### src/sv/rlc_ode_pkg.sv
// ----------------------------------------------------------------------------
// RLC ODE integrator package
// Shared widths, register indexes, codes and the control structs that pass
// between the step sequencer and the shared scaling unit.
// ----------------------------------------------------------------------------
package rlc_ode_pkg;

  localparam int VALUE_WIDTH_DEF   = 32;
  localparam int FRACTION_BITS_DEF = 16;

  localparam int FIELD_W    = 32;
  localparam int H_W        = 24;
  localparam int RES_W      = 64;
  localparam int CFG_IDX_W  = 4;
  localparam int CFG_DATA_W = 24;

  localparam logic [CFG_IDX_W-1:0] REG_STEP_SIZE = CFG_IDX_W'(0);
  localparam logic [CFG_IDX_W-1:0] REG_METHOD    = CFG_IDX_W'(1);

  localparam logic [1:0] METHOD_EULER = 2'd0;
  localparam logic [1:0] METHOD_AB2   = 2'd1;
  localparam logic [1:0] METHOD_RK4   = 2'd2;

  localparam logic OP_LOAD = 1'b0;
  localparam logic OP_STEP = 1'b1;

  localparam logic [H_W-1:0] STEP_SIZE_RST = H_W'(6711);

  localparam int COEF_X = 500;
  localparam int COEF_Y = 5;
  localparam int COEF_Z = 5000;
  localparam int BIAS   = 5000;

  typedef struct packed {
    logic start;
    logic half;
    logic div6;
  } scale_ctl_t;

  typedef struct packed {
    logic                    done;
    logic signed [RES_W-1:0] value;
  } scale_res_t;

endpackage

### src/sv/rlc_ode_scale.sv
// ----------------------------------------------------------------------------
// RLC ODE shared scaling unit
// Multiplies a signed derivative by the step size one 32-bit chunk per cycle,
// rounds half away from zero at 2^-24 or 2^-25, caps the magnitude at 2^62
// and optionally divides by six with rounding, 16 quotient bits per cycle.
// ----------------------------------------------------------------------------
module rlc_ode_scale
  import rlc_ode_pkg::*;
#(
  parameter int IN_W = 51
) (
  input  logic                   clk_i,
  input  logic                   rst_ni,
  input  scale_ctl_t             ctl_i,
  input  logic signed [IN_W-1:0] operand_i,
  input  logic [H_W-1:0]         step_size_i,
  output scale_res_t             res_o
);

  localparam int CW         = 32;
  localparam int NCH        = (IN_W + CW - 1) / CW;
  localparam int MP         = NCH * CW;
  localparam int PW         = MP + H_W;
  localparam int CNT_W      = (NCH > 1) ? $clog2(NCH) : 1;
  localparam int DIG_W      = 16;
  localparam int NDIG       = RES_W / DIG_W;
  localparam int DCNT_W     = $clog2(NDIG);
  localparam int T_W        = DIG_W + 2;
  localparam int PROD_W     = 2 * T_W;
  localparam int DIV3_MUL   = 174763;
  localparam int DIV3_SHIFT = 19;
  localparam int CAP_SHIFT  = 62;

  localparam logic [PW:0] RND24 = (PW+1)'(1) << (H_W - 1);
  localparam logic [PW:0] RND25 = (PW+1)'(1) << H_W;
  localparam logic [PW:0] CAP   = (PW+1)'(1) << CAP_SHIFT;

  typedef enum logic [1:0] {U_IDLE, U_MUL, U_RND, U_DIV} ustate_e;

  ustate_e            ust_q;
  logic [CNT_W-1:0]   cnt_q;
  logic [DCNT_W-1:0]  dcnt_q;
  logic               neg_q, half_q, div6_q, done_q;
  logic [MP-1:0]      mag_q;
  logic [H_W-1:0]     h_q;
  logic [PW-1:0]      acc_q;
  logic [RES_W-1:0]   dv_q;
  logic [1:0]         rem_q;
  logic [RES_W-1:0]   res_q;

  logic [IN_W-1:0]     opnd_mag;
  logic [CW+H_W-1:0]   pp;
  logic [PW-1:0]       acc_next;
  logic [PW:0]         rsum, rq, rcap;
  logic [RES_W-1:0]    rmag, dvs, qfin;
  logic [T_W-1:0]      t, trem;
  logic [PROD_W-1:0]   tprod;
  logic [DIG_W-1:0]    q16;

  always_comb begin
    opnd_mag = operand_i[IN_W-1] ? IN_W'(-operand_i) : IN_W'(operand_i);
    pp       = (CW+H_W)'(mag_q[MP-1 -: CW]) * (CW+H_W)'(h_q);
    acc_next = (acc_q << CW) + PW'(pp);
    rsum     = {1'b0, acc_q} + (half_q ? RND25 : RND24);
    rq       = half_q ? (rsum >> (H_W + 1)) : (rsum >> H_W);
    rcap     = (rq > CAP) ? CAP : rq;
    rmag     = RES_W'(rcap);
    dvs      = (rmag + RES_W'(3)) >> 1;
    t        = {rem_q, dv_q[RES_W-1 -: DIG_W]};
    tprod    = PROD_W'(t) * PROD_W'(DIV3_MUL);
    q16      = tprod[DIV3_SHIFT +: DIG_W];
    trem     = t - T_W'(q16) * T_W'(3);
    qfin     = {dv_q[RES_W-DIG_W-1:0], q16};
  end

  always_ff @(posedge clk_i or negedge rst_ni) begin
    if (!rst_ni) begin
      ust_q  <= U_IDLE;
      cnt_q  <= '0;
      dcnt_q <= '0;
      neg_q  <= 1'b0;
      half_q <= 1'b0;
      div6_q <= 1'b0;
      done_q <= 1'b0;
      mag_q  <= '0;
      h_q    <= '0;
      acc_q  <= '0;
      dv_q   <= '0;
      rem_q  <= '0;
      res_q  <= '0;
    end else begin
      done_q <= 1'b0;
      unique case (ust_q)
        U_IDLE: begin
          if (ctl_i.start) begin
            mag_q  <= MP'(opnd_mag);
            neg_q  <= operand_i[IN_W-1];
            half_q <= ctl_i.half;
            div6_q <= ctl_i.div6;
            h_q    <= step_size_i;
            acc_q  <= '0;
            cnt_q  <= '0;
            ust_q  <= U_MUL;
          end
        end
        U_MUL: begin
          acc_q <= acc_next;
          mag_q <= mag_q << CW;
          cnt_q <= cnt_q + CNT_W'(1);
          if (cnt_q == CNT_W'(NCH - 1)) begin
            ust_q <= U_RND;
          end
        end
        U_RND: begin
          if (div6_q) begin
            dv_q   <= dvs;
            rem_q  <= '0;
            dcnt_q <= '0;
            ust_q  <= U_DIV;
          end else begin
            res_q  <= neg_q ? (RES_W'(0) - rmag) : rmag;
            done_q <= 1'b1;
            ust_q  <= U_IDLE;
          end
        end
        U_DIV: begin
          dv_q   <= qfin;
          rem_q  <= trem[1:0];
          dcnt_q <= dcnt_q + DCNT_W'(1);
          if (dcnt_q == DCNT_W'(NDIG - 1)) begin
            res_q  <= neg_q ? (RES_W'(0) - qfin) : qfin;
            done_q <= 1'b1;
            ust_q  <= U_IDLE;
          end
        end
        default: ust_q <= U_IDLE;
      endcase
    end
  end

  assign res_o.done  = done_q;
  assign res_o.value = $signed(res_q);

endmodule
### config.mk
export PLATFORM = sky130hd
export DESIGN_NAME = rlc_ode_scale
export DESIGN_NICKNAME = d
export VERILOG_FILES = /design/src/sv/rlc_ode_pkg.sv /design/src/sv/rlc_ode_scale.sv
export SDC_FILE = /design/constraint.sdc
export NUM_CORES = 2
export LEC_CHECK = 0
export BUFFER_PORTS_ARGS = -buffer_cell sky130_fd_sc_hd__buf_2
export CORE_UTILIZATION = 45
export DETAILED_ROUTE_END_ITERATION = 12
export RECOVER_POWER = 50
export SETUP_SLACK_MARGIN = 0.15
export SYNTH_ARGS = -nofsm -noshare
export SYNTH_HDL_FRONTEND = slang
export SYNTH_SLANG_ARGS = --single-unit
### constraint.sdc
create_clock -name clk_i -period 11.1 [get_ports clk_i]
set_clock_uncertainty 0.1 [all_clocks]
set_input_delay 0.555 -clock clk_i [delete_from_list [all_inputs] [get_ports clk_i]]
set_output_delay 0.555 -clock clk_i [all_outputs]
set_load 0.05 [all_outputs]
==> results.md <==
- Status: finished, violations left
- Failing checks: capacitance limit, slew limit
- Worst Path Arrival: 9.76 ns
- Top Family by Delay on Critical Path: adder cells
- Slew margin rel.: -260%
- Detailed placement HPWL: 145,000 um
- First-pass GRT wire length: 285,000 um
- Most common cell after layout, fill and taps aside: inv_1
- Synth-to-Final Area Change: 6.09%
- Syn nets: 7,665
- Num ports: 145
- CORE AREA: between 100,000 and 150,000 um2
- Largest cells by area after synthesis: fa_1 (29%), dfrtp_1 (14%), ha_1 (8.5%)
- CP required: between 10 and 15 ns
- Area of the multi-input gates: 41,200 um2
- CTS tree: yes
- Worst Hold Class: primary input to flip-flop
- Die height: approximately 350 um
- Routed vias/inst: 5.71
- Slew Limit Fails: 398
- Initial Util: about 45%
- Overall global routing resource usage: 30.5%
- Initial antenna violation count: 5
- Mapped cell area: between 50,000 and 60,000 um2
- Vias in the first global route: 46,000
- Inserted Clock Buffers: 43
- Worst setup EP type: flip-flop
- Worst Path Max Fanout: 33
- Post-synth EDFFs: 0
- Maxcap violations: 7
- Fillers: 11,900
- Endpoints failing hold: 0
- Most used cell, CP: fa_1
- Post-route DRC: 0
- Wire per inst: 23.1 um
- 1st-pass router iterations: 6
- Syn Area/Cell: 8.50 um2
- Crit Path Category: flip-flop to flip-flop
- H-Tree Depth: 2
- Fraction of registers with async set/reset: 100%
- Startpoint types: flip-flop
- Syn. warnings: 0
- Final Cycle Share: 84.6%
- Final TNS setup: 0 ns
- Max Clk Rate: 0.106 GHz
- Finish-stage setup viols: 0
- Post-Syn Instances: 6,421
- Layout Nets: ~7,600
- Worst skew pair latency: 0.63 ns
- Ratio of cells with drive above 1 in the final layout: slightly above 5%
- Gpl congestion: around 1.0
- Largest net degree at the start of global routing: 99
- Worst Max-Slew Pin Slew: around 5.4 ns
- Clk pin slew, worst setup/hold paths: 0.06 ns
- # clock sinks: 315
- DIE AREA: 123,000 um2
- Initial drt markers: 3,854
- DR vias: 45,500
- Register area: 7890 um2
- Top-area cell type share of the netlist area: just under 30%
- Buffers on Ports: 144
- Yosys cell types: ~100
- Grt total ovfl: 0
- Tmin final: 9.39 ns
- RSZ-0062 raised after global routing: no
- Final wirelength: 184,000 um
- Largest area contributor in the netlist: fa_1
- Sequential fraction of the synthesis area: 14.4%
- Count of state elements after synthesis: 315
- Buf/Inv on CP: 4
- Die X: between 300 and 400 um
- Crit path max-delay cell type: dfrtp_1
- Postcts setup bufs: 0
- Rows: about 130
- Most frequent cells in the layout: inv_1 (1,062), nand2_1 (796), fa_1 (795)
- Root Buffer: clkbuf_16
- Predominant post-synthesis flop cell: dfrtp_1
- CTS max path bufs: 3
- Critical path's largest stage delay: between 1 and 1.5 ns
- Post-DRT Antenna Nets: 0
logic make-up after synthesis:
kind of cell / Yosys count / share of synthesized area (%)
fa+ha+maj: 1164 / 37.6
simple gates: 2095 / 19.6
compound gates: 1022 / 12.0
mux: 29 / 0.546
flops: 315 / 14.4
xor+xnor: 351 / 5.63
buf+inv: 1445 / 10.1
path summary, 6_finish.rpt:
check / startpoint / endpoint / slack [ns] / cells past startpoint
min in group asynchronous: rst_ni / res_q[13] / 2.36 / 2
min: step_size_i[0] / h_q[0] / 0.03 / 3
min reg2reg: mag_q[30] / mag_q[62] / 0.36 / 2
max reg2reg: h_q[8] / acc_q[77] / 1.71 / 25
max in group asynchronous: rst_ni / mag_q[62] / 2.57 / 4
max: h_q[8] / acc_q[77] / 1.71 / 25
worst min-delay path: cells and delay by family:
kind,cells,cell delay [ns]
buf+inv,1,0.08
simple gates,2,0.09
metal layers:
metal | GRT usage (%) | vias to the layer above | wire length, um
met5 | 0 | - | 22
met4 | 14.8 | 4 | 10200
met3 | 3.57 | 364 | 12400
met2 | 49.0 | 1933 | 84100
met1 | 40.9 | 22600 | 77300
li1 | - | 20600 | -
cell type report:
| type | instances | area share [%] |
|---|---|---|
| Inverter | 1064 | 6.90 |
| Timing Repair Buffer | 241 | 2.35 |
| Clock buffer | 53 | 1.99 |
| Tap cell | 1612 | 3.48 |
| Antenna cell | 2 | 0.00864 |
| Multi-Input combinational cell | 4661 | 71.1 |
| Sequential cell | 315 | 13.6 |
| Clock inverter | 22 | 0.497 |
what timing repair did:
item | in CTS | in global routing
resized for setup | 0 | 0
endpoints found under the hold margin | 100 | 0
hold buffers | 5 | 0
cells in the mapped netlist (73+ instances only):
cell,n
nor2_1,189
fa_1,795
ha_1,369
clkbuf_1,314
and2_1,420
a21oi_1,167
inv_1,1063
o21ai_0,331
nor3_1,107
nand4_1,73
xor2_1,162
xnor2_1,189
nand2_1,797
nand3_1,180
dfrtp_1,315
stage by stage:
| stage | util (%) | setup WS [ns] | instances | cell area (um2) | hold WS, ns |
|---|---|---|---|---|---|
| 6_report | 48.2 | 1.71 | 7970 | 57900 | 0.0348 |
| 3_5_place_dp | 47.1 | 1.72 | 7888 | 56600 | 0.348 |
| 3_3_place_gp | 47.1 | 1.97 | 7888 | 56600 | 0.349 |
| 5_1_grt | 48.2 | 1.06 | 7968 | 57900 | 0.0317 |
| 2_1_floorplan | - | 3.12 | 6421 | 54600 | 0.159 |
| 4_1_cts | 48.3 | 1.76 | 7968 | 58000 | 0.00368 |
sequential cells by signal, summed over array words and instances (netlist names):
name	count
ust_q	2
cnt_q	1
rem_q	2
acc_q	88
mag_q	64
div6_q	1
h_q	24
dcnt_q	2
dv_q	64
done_q	1
neg_q	1
res_q	64
half_q	1
Power is not shown: default switching activity piles up to over one toggle a cycle in this logic, so the estimate is an artifact.
